==> config.mk <==
export PLATFORM = sky130hd
export DESIGN_NAME = etm_div
export DESIGN_NICKNAME = d
export VERILOG_FILES = /design/src/rtl/assert_macros.svh /design/src/rtl/etm_pkg.sv /design/src/rtl/etm_div.sv
export SDC_FILE = /design/constraint.sdc
export NUM_CORES = 2
export LEC_CHECK = 0
export BUFFER_PORTS_ARGS = -buffer_cell sky130_fd_sc_hd__buf_4
export CAP_MARGIN = 15
export CORE_ASPECT_RATIO = 0.7
export CORE_MARGIN = 1.5
export CORE_UTILIZATION = 60
export DETAILED_ROUTE_END_ITERATION = 10
export GPL_TIMING_DRIVEN = 0
export MAX_ROUTING_LAYER = met4
export PLACE_DENSITY = 0.87
export SETUP_SLACK_MARGIN = 0.15
export SYNTH_ARGS = -nofsm -noshare
export SYNTH_HDL_FRONTEND = slang
export SYNTH_SLANG_ARGS = --single-unit
==> constraint.sdc <==
create_clock -name clk -period 9.9 [get_ports clk]
set_clock_uncertainty 0.1 [all_clocks]
set_input_delay 0.495 -clock clk [delete_from_list [all_inputs] [get_ports clk]]
set_output_delay 0.495 -clock clk [all_outputs]
set_load 0.1 [all_outputs]
==> src/rtl/assert_macros.svh <==
// ---------------------------------------------------------------------------
// assertion macros shared by the rtl
// ---------------------------------------------------------------------------
`ifndef ASSERT_MACROS_SVH
`define ASSERT_MACROS_SVH

// same-cycle implication, checked on every rising edge outside reset
`define ETM_ASSERT(label, ante, cons) \
  label: assert property (@(posedge clk) disable iff (rst) (ante) |-> (cons)) \
    else $error("etm assertion failed");

// next-cycle implication
`define ETM_ASSERT_NEXT(label, ante, cons) \
  label: assert property (@(posedge clk) disable iff (rst) (ante) |=> (cons)) \
    else $error("etm assertion failed");

`endif

==> src/rtl/etm_pkg.sv <==
// ---------------------------------------------------------------------------
// etm_pkg
// types, constants and fixed-point helpers for the euler transform block
// ---------------------------------------------------------------------------
package etm_pkg;

  localparam int ANGLE_BITS     = 16;
  localparam int TRIG_FRAC_BITS = 16;

  localparam int TRIG_W = TRIG_FRAC_BITS + 2;
  localparam int ELEM_W = TRIG_FRAC_BITS + 3;
  localparam int MUL_W  = (ELEM_W > 16) ? ELEM_W : 16;
  localparam int PROD_W = 2 * MUL_W;
  localparam int SAT_W  = PROD_W + 1;

  localparam int NUMW   = ELEM_W + 24 - TRIG_FRAC_BITS;
  localparam int REMW   = 17;
  localparam int DIV_LAT = NUMW + 2;
  localparam int SIN_LAT = 5;
  localparam int RT_LAT  = 2;
  localparam int SIDE_LAT = SIN_LAT + RT_LAT;

  localparam int NUM_RES = 7;
  localparam logic [2:0] LAST_IDX   = 3'(NUM_RES - 1);
  localparam logic [2:0] ACCEPT_GAP = 3'(NUM_RES - 1);

  localparam logic [31:0] PHASE_MASK   = ~((32'd1 << (32 - ANGLE_BITS)) - 32'd1);
  localparam logic [31:0] QUARTER_TURN = 32'h4000_0000;

  localparam logic [30:0] K_A     = 31'd1686629713;
  localparam logic [29:0] K_B     = 30'd688904866;
  localparam logic [26:0] K_C     = 27'd76016977;
  localparam logic [30:0] Q30_ONE = 31'h4000_0000;
  localparam logic [32:0] SIN_RND = 33'd1 << (29 - TRIG_FRAC_BITS);

  localparam logic signed [SAT_W-1:0] MAX32 = SAT_W'(2147483647);
  localparam logic signed [SAT_W-1:0] MIN32 = -MAX32 - SAT_W'(1);

  typedef logic signed [TRIG_W-1:0] trig_t;
  typedef logic signed [ELEM_W-1:0] elem_t;
  typedef elem_t [2:0] vec_t;
  typedef vec_t [2:0] mat_t;
  typedef logic signed [15:0] scale_t;
  typedef logic signed [31:0] word_t;

  typedef struct packed {
    trig_t s1;
    trig_t c1;
    trig_t s2;
    trig_t c2;
    trig_t s3;
    trig_t c3;
  } trig_set_t;

  typedef struct packed {
    scale_t [2:0] sc;
    word_t [2:0]  tr;
  } side_t;

  typedef struct packed {
    mat_t  m;
    side_t s;
  } late_t;

  typedef struct packed {
    word_t [2:0] e;
    logic        zs;
  } res_t;

  // sign-magnitude product, rounded half away from zero
  function automatic logic signed [SAT_W-1:0] mulq(input logic signed [MUL_W-1:0] a,
                                                   input logic signed [MUL_W-1:0] b,
                                                   input int sh);
    logic              neg;
    logic [MUL_W-1:0]  ma;
    logic [MUL_W-1:0]  mb;
    logic [PROD_W-1:0] m;
    neg = a[MUL_W-1] ^ b[MUL_W-1];
    ma  = a[MUL_W-1] ? MUL_W'(-a) : MUL_W'(a);
    mb  = b[MUL_W-1] ? MUL_W'(-b) : MUL_W'(b);
    m   = PROD_W'(ma) * PROD_W'(mb);
    if (sh > 0) begin
      m = (m + (PROD_W'(1) << (sh - 1))) >> sh;
    end
    mulq = neg ? -$signed({1'b0, m}) : $signed({1'b0, m});
  endfunction

  function automatic word_t sat32(input logic signed [SAT_W-1:0] v);
    if (v > MAX32) begin
      sat32 = 32'sh7fff_ffff;
    end else if (v < MIN32) begin
      sat32 = 32'sh8000_0000;
    end else begin
      sat32 = v[31:0];
    end
  endfunction

endpackage

==> src/rtl/etm_div.sv <==
// ---------------------------------------------------------------------------
// etm_div
// pipelined restoring divider, one quotient bit per stage, for the normal
// matrix entries
// ---------------------------------------------------------------------------
module etm_div import etm_pkg::*; (
  input  logic   clk,
  input  logic   rst,
  input  logic   in_v,
  input  elem_t  r,
  input  scale_t sc,
  output logic   out_v,
  output word_t  q
);

  logic [NUMW:0]  v;
  logic [NUMW-1:0] n   [NUMW+1];
  logic [REMW-1:0] rem [NUMW+1];
  logic [15:0]     den [NUMW+1];
  logic            neg [NUMW+1];
  logic            zsc [NUMW+1];
  logic            rpos [NUMW+1];
  logic            rneg [NUMW+1];

  logic [REMW-1:0] shv   [NUMW];
  logic            ge    [NUMW];
  logic [REMW-1:0] rem_c [NUMW];
  logic [NUMW-1:0] n_c   [NUMW];

  logic [ELEM_W-1:0] rmag;
  logic [15:0]       smag;
  logic signed [SAT_W-1:0] qs;

  assign rmag = r[ELEM_W-1] ? ELEM_W'(-r) : ELEM_W'(r);
  assign smag = sc[15] ? 16'(-sc) : 16'(sc);

  always_comb begin
    for (int k = 0; k < NUMW; k++) begin
      shv[k]   = {rem[k][REMW-2:0], n[k][NUMW-1]};
      ge[k]    = shv[k] >= REMW'(den[k]);
      rem_c[k] = ge[k] ? shv[k] - REMW'(den[k]) : shv[k];
      n_c[k]   = {n[k][NUMW-2:0], ge[k]};
    end
  end

  assign qs = $signed({{(SAT_W - NUMW){1'b0}}, n[NUMW]});

  always_ff @(posedge clk) begin
    if (rst) begin
      v     <= '0;
      out_v <= 1'b0;
    end else begin
      v     <= {v[NUMW-1:0], in_v};
      out_v <= v[NUMW];
    end
    // rounding folded in as half the divisor
    n[0]    <= NUMW'(NUMW'(rmag) << (24 - TRIG_FRAC_BITS)) + NUMW'(smag >> 1);
    rem[0]  <= '0;
    den[0]  <= smag;
    neg[0]  <= r[ELEM_W-1] ^ sc[15];
    zsc[0]  <= (sc == '0);
    rpos[0] <= !r[ELEM_W-1] && (r != '0);
    rneg[0] <= r[ELEM_W-1];
    for (int k = 0; k < NUMW; k++) begin
      n[k+1]    <= n_c[k];
      rem[k+1]  <= rem_c[k];
      den[k+1]  <= den[k];
      neg[k+1]  <= neg[k];
      zsc[k+1]  <= zsc[k];
      rpos[k+1] <= rpos[k];
      rneg[k+1] <= rneg[k];
    end
    if (zsc[NUMW]) begin
      q <= rpos[NUMW] ? 32'sh7fff_ffff : (rneg[NUMW] ? 32'sh8000_0000 : 32'sh0);
    end else begin
      q <= sat32(neg[NUMW] ? -qs : qs);
    end
  end

endmodule

## Yosys cells after proc, flatten, opt, wreduce, memory -nomap -nowiden

Memory sizes are Yosys's and may differ from the RTL's.
Cells that the tools add are included.

- Magnitude comparators: 29
- Reduce and logical (&&, ||, !) cells: 4
- Add/subtract/negate cells: 31
- Multiplexer cells: 35
- Bitwise operators: 1

Operator list:

| operator | count |
|---|---|
| 17-bit by 16-bit greater-or-equal comparator with 1-bit output | 27 |
| 17-bit two-way mux | 27 |
| 17-bit by 16-bit subtractor with 17-bit output | 27 |
| 32-bit two-way mux | 5 |
| 39-bit by 32-bit > comparator with 1-bit output (second input constant) | 1 |
| 39-bit by 32-bit < comparator with 1-bit output (second input constant) | 1 |
| 39-bit two-way mux | 1 |
| 27-bit negation with 39-bit output | 1 |
| 27-bit by 15-bit adder with 27-bit output | 1 |
| 19-bit two-way mux | 1 |
| 19-bit negation | 1 |
| 19-bit nonzero test | 1 |
| 16-bit logical NOT | 1 |
| 16-bit two-way mux | 1 |
| 16-bit negation | 1 |
| 1-bit logical AND | 1 |
| 1-bit logical NOT | 1 |
| 1-bit bitwise XOR | 1 |

- Register bits: 61
- Memory bits (writable): 1792
- Input port bits: 38
- Logic and storage cells: 110
- Memories: 7
- Output and inout bits: 33

Memory list:

| name | words | width | rd ports | clocked after memory_dff | write ports | RTL line | source |
|---|---|---|---|---|---|---|---|
| n | 28 | 27 | 28 | 0 | 28 | etm_div.sv:17 | `logic [NUMW-1:0] n [NUMW+1];` |
| rem | 28 | 17 | 27 | 0 | 28 | etm_div.sv:18 | `logic [REMW-1:0] rem [NUMW+1];` |
| den | 28 | 16 | 27 | 0 | 28 | etm_div.sv:19 | `logic [15:0] den [NUMW+1];` |
| neg | 28 | 1 | 28 | 0 | 28 | etm_div.sv:20 | `logic neg [NUMW+1];` |
| rneg | 28 | 1 | 28 | 0 | 28 | etm_div.sv:23 | `logic rneg [NUMW+1];` |
| rpos | 28 | 1 | 28 | 0 | 28 | etm_div.sv:22 | `logic rpos [NUMW+1];` |
| 1 more memories | -- | -- | -- | -- | -- | -- |  |

## Logic depth before layout (Yosys ltp)

An unclocked memory read counts as a cell.

- Depth in word-level cells: 7
- Depth in mapped cells: 15
- Depth with buffers taken out: 15

## Worst setup path after synthesis

OpenSTA, ideal clock, no wires.

- Path type: input-to-reg
- From: in sc[7]
- To: mem n[0][20] (netlist name)
- Arrival: 3.576 ns
- Buffers on the path: 0
- Required time: 9.728 ns
- Stages on the path: 15
- Library setup time: 0.072 ns
- Path slack: 6.152 ns
- Cells stage by stage: or4_1 > nor4_1 > nand2b_1 > or2_2 > o21ai_0 > xnor2_1 > ha_1 > or2_2 > a21oi_1 > a21oi_1 > o31ai_1 > or3_1 > o21ai_0 > a2bb2oi_1 > xor2_1

RTL lines:

| what | RTL line | source |
|---|---|---|
| start: declaration | etm_div.sv:11 | `input scale_t sc,` |
| end: declaration | etm_div.sv:17 |  |

==> results.sh <==
export IMPL_num_io_pins=71
export IMPL_max_slew_margin_vs_limit_pct=24.7
export IMPL_die_x_um=378
export IMPL_placeableCoreArea_um2=96600
export IMPL_cellPowerDensity_nw_per_um2=348
export IMPL_synth_sequential_area_ratio_pct=54.0
export IMPL_crit_path_end_kind="flip-flop"
export IMPL_synth_top_flop_cell="dfxtp_1"
export IMPL_dieHeight_um=265
export IMPL_design_die_area_um2=100000
export IMPL_ys_async_sr_fraction_pct=0
export IMPL_synth_warnings=0
export IMPL_number_of_cts_inserted_buffers=140
export IMPL_syn_avg_cell_area_um2=10.5
export IMPL_rsz0062_at_grt="no"
export IMPL_first_pass_iters=6
export IMPL_post_route_design_area_um2=66400
export IMPL_synth_edf_count=0
export IMPL_vias=40300
export IMPL_worst_path_max_delay_cell="or4_1"
export IMPL_fin_tns_setup_ps=0
export IMPL_clock_path_buffers=3
export IMPL_post_route_drc_count=0
export IMPL_timing_hold_violations_final=0
export IMPL_gr_usage_all_layers_pct=26.2
export IMPL_post_place_cells=6961
export IMPL_clock_fmax_ghz=0.212
export IMPL_grt_pass1_vias=39700
export IMPL_finalWorstPathRequiredPeriod_ps=4720
export IMPL_start_util_pct=61.0
export IMPL_remaining_number_of_nets_flagged_by_the_antenna_check_after_routing=0
export IMPL_internal_power_mw=15.0
export IMPL_post_layout_nonfiller_instances=7250
export IMPL_gpl_final_weighted_congestion=0.945
export IMPL_path_cells="dlygate4sd3_1, buf_4, or4_1, nor4_1, nand2b_1, or2_2, o21ai_0, xnor2_1, ha_1, or2_2, a21oi_1, a21oi_1, o31ai_1, or3_1, o21ai_0, a2bb2oi_1, xor2_1"
export IMPL_yosysUniqueCellTypes=76
export IMPL_final_core_util_pct=68.7
export IMPL_worst_ir_drop_vdd_mv=0.293
export IMPL_critical_path_fanout_max=5
export IMPL_seq_power_share_pct=37.9
export IMPL_worstPathArrival_ps=5280
export IMPL_finalNetCount=6317
export IMPL_syn2layout_area_growth_pct=12.7
export IMPL_route_detailed_vias_per_inst=5.56
export IMPL_cts_post_setup_buffers_inserted=0
export IMPL_switching_share_pct=35.0
export IMPL_synthesized_nets=6077
export IMPL_critical_path_max_stage_delay_ps=610
export IMPL_setup_violations=0
export IMPL_number_of_maximum_capacitance_violations=0
export IMPL_syn_area_um2=58900
export IMPL_clock_tree_from_tritoncts="done"
export IMPL_clock_latency_ps=770
export IMPL_crit_type="in -> reg"
export IMPL_place_area_um2=61100
export IMPL_netSwitchingPower_mw=8.07
export IMPL_htreeDepth=4
export IMPL_fp_row_count=95
export IMPL_post_cts_resized_instances=0
export IMPL_status="complete, no violations"
export IMPL_hold_class="in -> reg"
export IMPL_wire_per_inst_um=17.8
export IMPL_wire_length_of_the_first_global_routing_pass_mm=205
export IMPL_overflow=0
export IMPL_final_period_utilization_pct=47.7
export IMPL_synth_cells=5585
export IMPL_worstSetupStartpointType="primary input"
export IMPL_largest_net_degree_at_the_start_of_global_routing=18
export IMPL_cts_root_buffer_cell="clkbuf_16"
export IMPL_combPwrFrac_pct=36.8
export IMPL_timing_final_max_slew_violations=0
export IMPL_clock_sinks=1589
export IMPL_worstMarginPinSlew_ps=1120
export IMPL_power_leakage_nw=29.8
export IMPL_grt_antenna_before_repair=7
export IMPL_required_ps=10460
export IMPL_detailed_placement_hpwl_mm=90.8
export IMPL_share_of_post_route_cells_with_drive_strength_above_1_pct=10.6
export IMPL_worst_setup_hold_path_clk_slew_ps=60
export IMPL_io_buffers=67
export IMPL_drt_first_iter_violations=3374
export IMPL_synth_seq_cells=1589
export IMPL_clockPowerShare_pct=25.3
export IMPL_drt_wl_total_mm=129
export IMPL_hold_buffers=31
[layout make-up]
class / instances / area [um^2]
Sequential cell: 1589 / 31800
Fill cell: 6673 / 30200
Multi-Input combinational cell: 3328 / 24600
Clock buffer: 185 / 3930
Inverter: 598 / 2240
Tap cell: 1309 / 1640
Clock inverter: 70 / 1080
Timing Repair Buffer: 98 / 813
Buffer: 70 / 298
Antenna cell: 3 / 7.51
[cells in the mapped netlist (31+ instances only)]
master	count	area, um^2
a21boi_0	32	240
a21o_1	96	721
a21oi_1	299	1500
a31oi_1	31	194
and3_1	31	194
clkbuf_1	52	195
dfxtp_1	1589	31800
ha_1	428	5360
inv_1	598	2240
mux2_2	238	2680
mux2i_1	37	370
nand2_1	268	1010
nand2b_1	51	319
nand3_1	81	405
nand4_1	61	382
nor2_1	315	1180
nor2b_1	109	682
nor3_1	122	611
nor4_1	33	206
o21a_1	107	803
o21ai_0	266	1330
o31ai_1	47	353
or2_2	37	231
xnor2_1	185	1620
xor2_1	101	885
[flip-flops by register name, indices dropped and copies added, names as in the netlist]
name   flops
n        568
neg       28
den      432
q         32
rpos      28
rneg      28
rem      416
zsc       28
out_v      1
v         28
[power groups by stage]
stage	combinational, mW	clock, mW	sequential, mW
after CTS	8.32	5.92	8.74
after detailed placement	8.10	0	8.85
final	8.50	5.83	8.75
after floorplan	6.14	0	8.80
after global routing	9.30	6.19	8.87
after global placement	7.84	0	8.81
[routing by layer]
| metal | vias to the layer above | GRT usage, % | wire [um] |
|---|---|---|---|
| met4 | 0 | 8.01 | 2970 |
| met3 | 255 | 5.01 | 9440 |
| li1 | 19700 | - | - |
| met1 | 19000 | 35.5 | 60000 |
| met5 | - | - | 0 |
| met2 | 1400 | 39.8 | 56500 |
[cells by family after synthesis]
family	count (synthesis)	synth area share (%)
simple gates	1194	9.97
buf+inv	668	4.32
compound gates	1118	12.3
mux	275	5.18
xor+xnor	287	4.28
flops	1589	54.0
fa+ha+maj	454	9.97
[path summary, 6_finish.rpt]
check                           startpoint           to  slack, ps  cells past startpoint
worst min register to register  rneg[0][6]   rneg[0][7]        210                      0
worst min-delay path                 r[11]     n[0][19]         80                      3
worst max-delay path                 sc[7]     n[0][20]       5180                     17
worst max register to register  den[1][81]  rem[1][110]       5750                     11
[critical path: cells and delay by family]
family | cells | cell delay, ps
simple gates | 6 | 2160
fa+ha+maj | 1 | 340
compound gates | 6 | 1050
buf+inv | 2 | 740
xor+xnor | 2 | 500
[per-stage QoR]
stage	setup WS [ps]	power, mW	hold WS (ps)
final	5180	23.1	78.7
after global routing	4930	24.4	66.1
after CTS	5550	23.0	24.4
after detailed placement	5360	17.0	212
after global placement	5330	16.6	210
after floorplan	6150	14.9	210
[cell usage in the layout (no fill, tap or decap), types with 37 or more instances in the layout]
cell / n
a21o_1: 96
a21oi_1: 299
buf_4: 68
clkbuf_1: 72
clkbuf_16: 141
dfxtp_1: 1589
ha_1: 428
inv_1: 598
mux2_2: 238
mux2i_1: 37
nand2_1: 268
nand2b_1: 51
nand3_1: 81
nand4_1: 61
nor2_1: 315
nor2b_1: 109
nor3_1: 122
o21a_1: 107
o21ai_0: 266
o31ai_1: 47
or2_2: 37
xnor2_1: 185
xor2_1: 101
No activity file was read; power rests on OpenSTA's default activity.
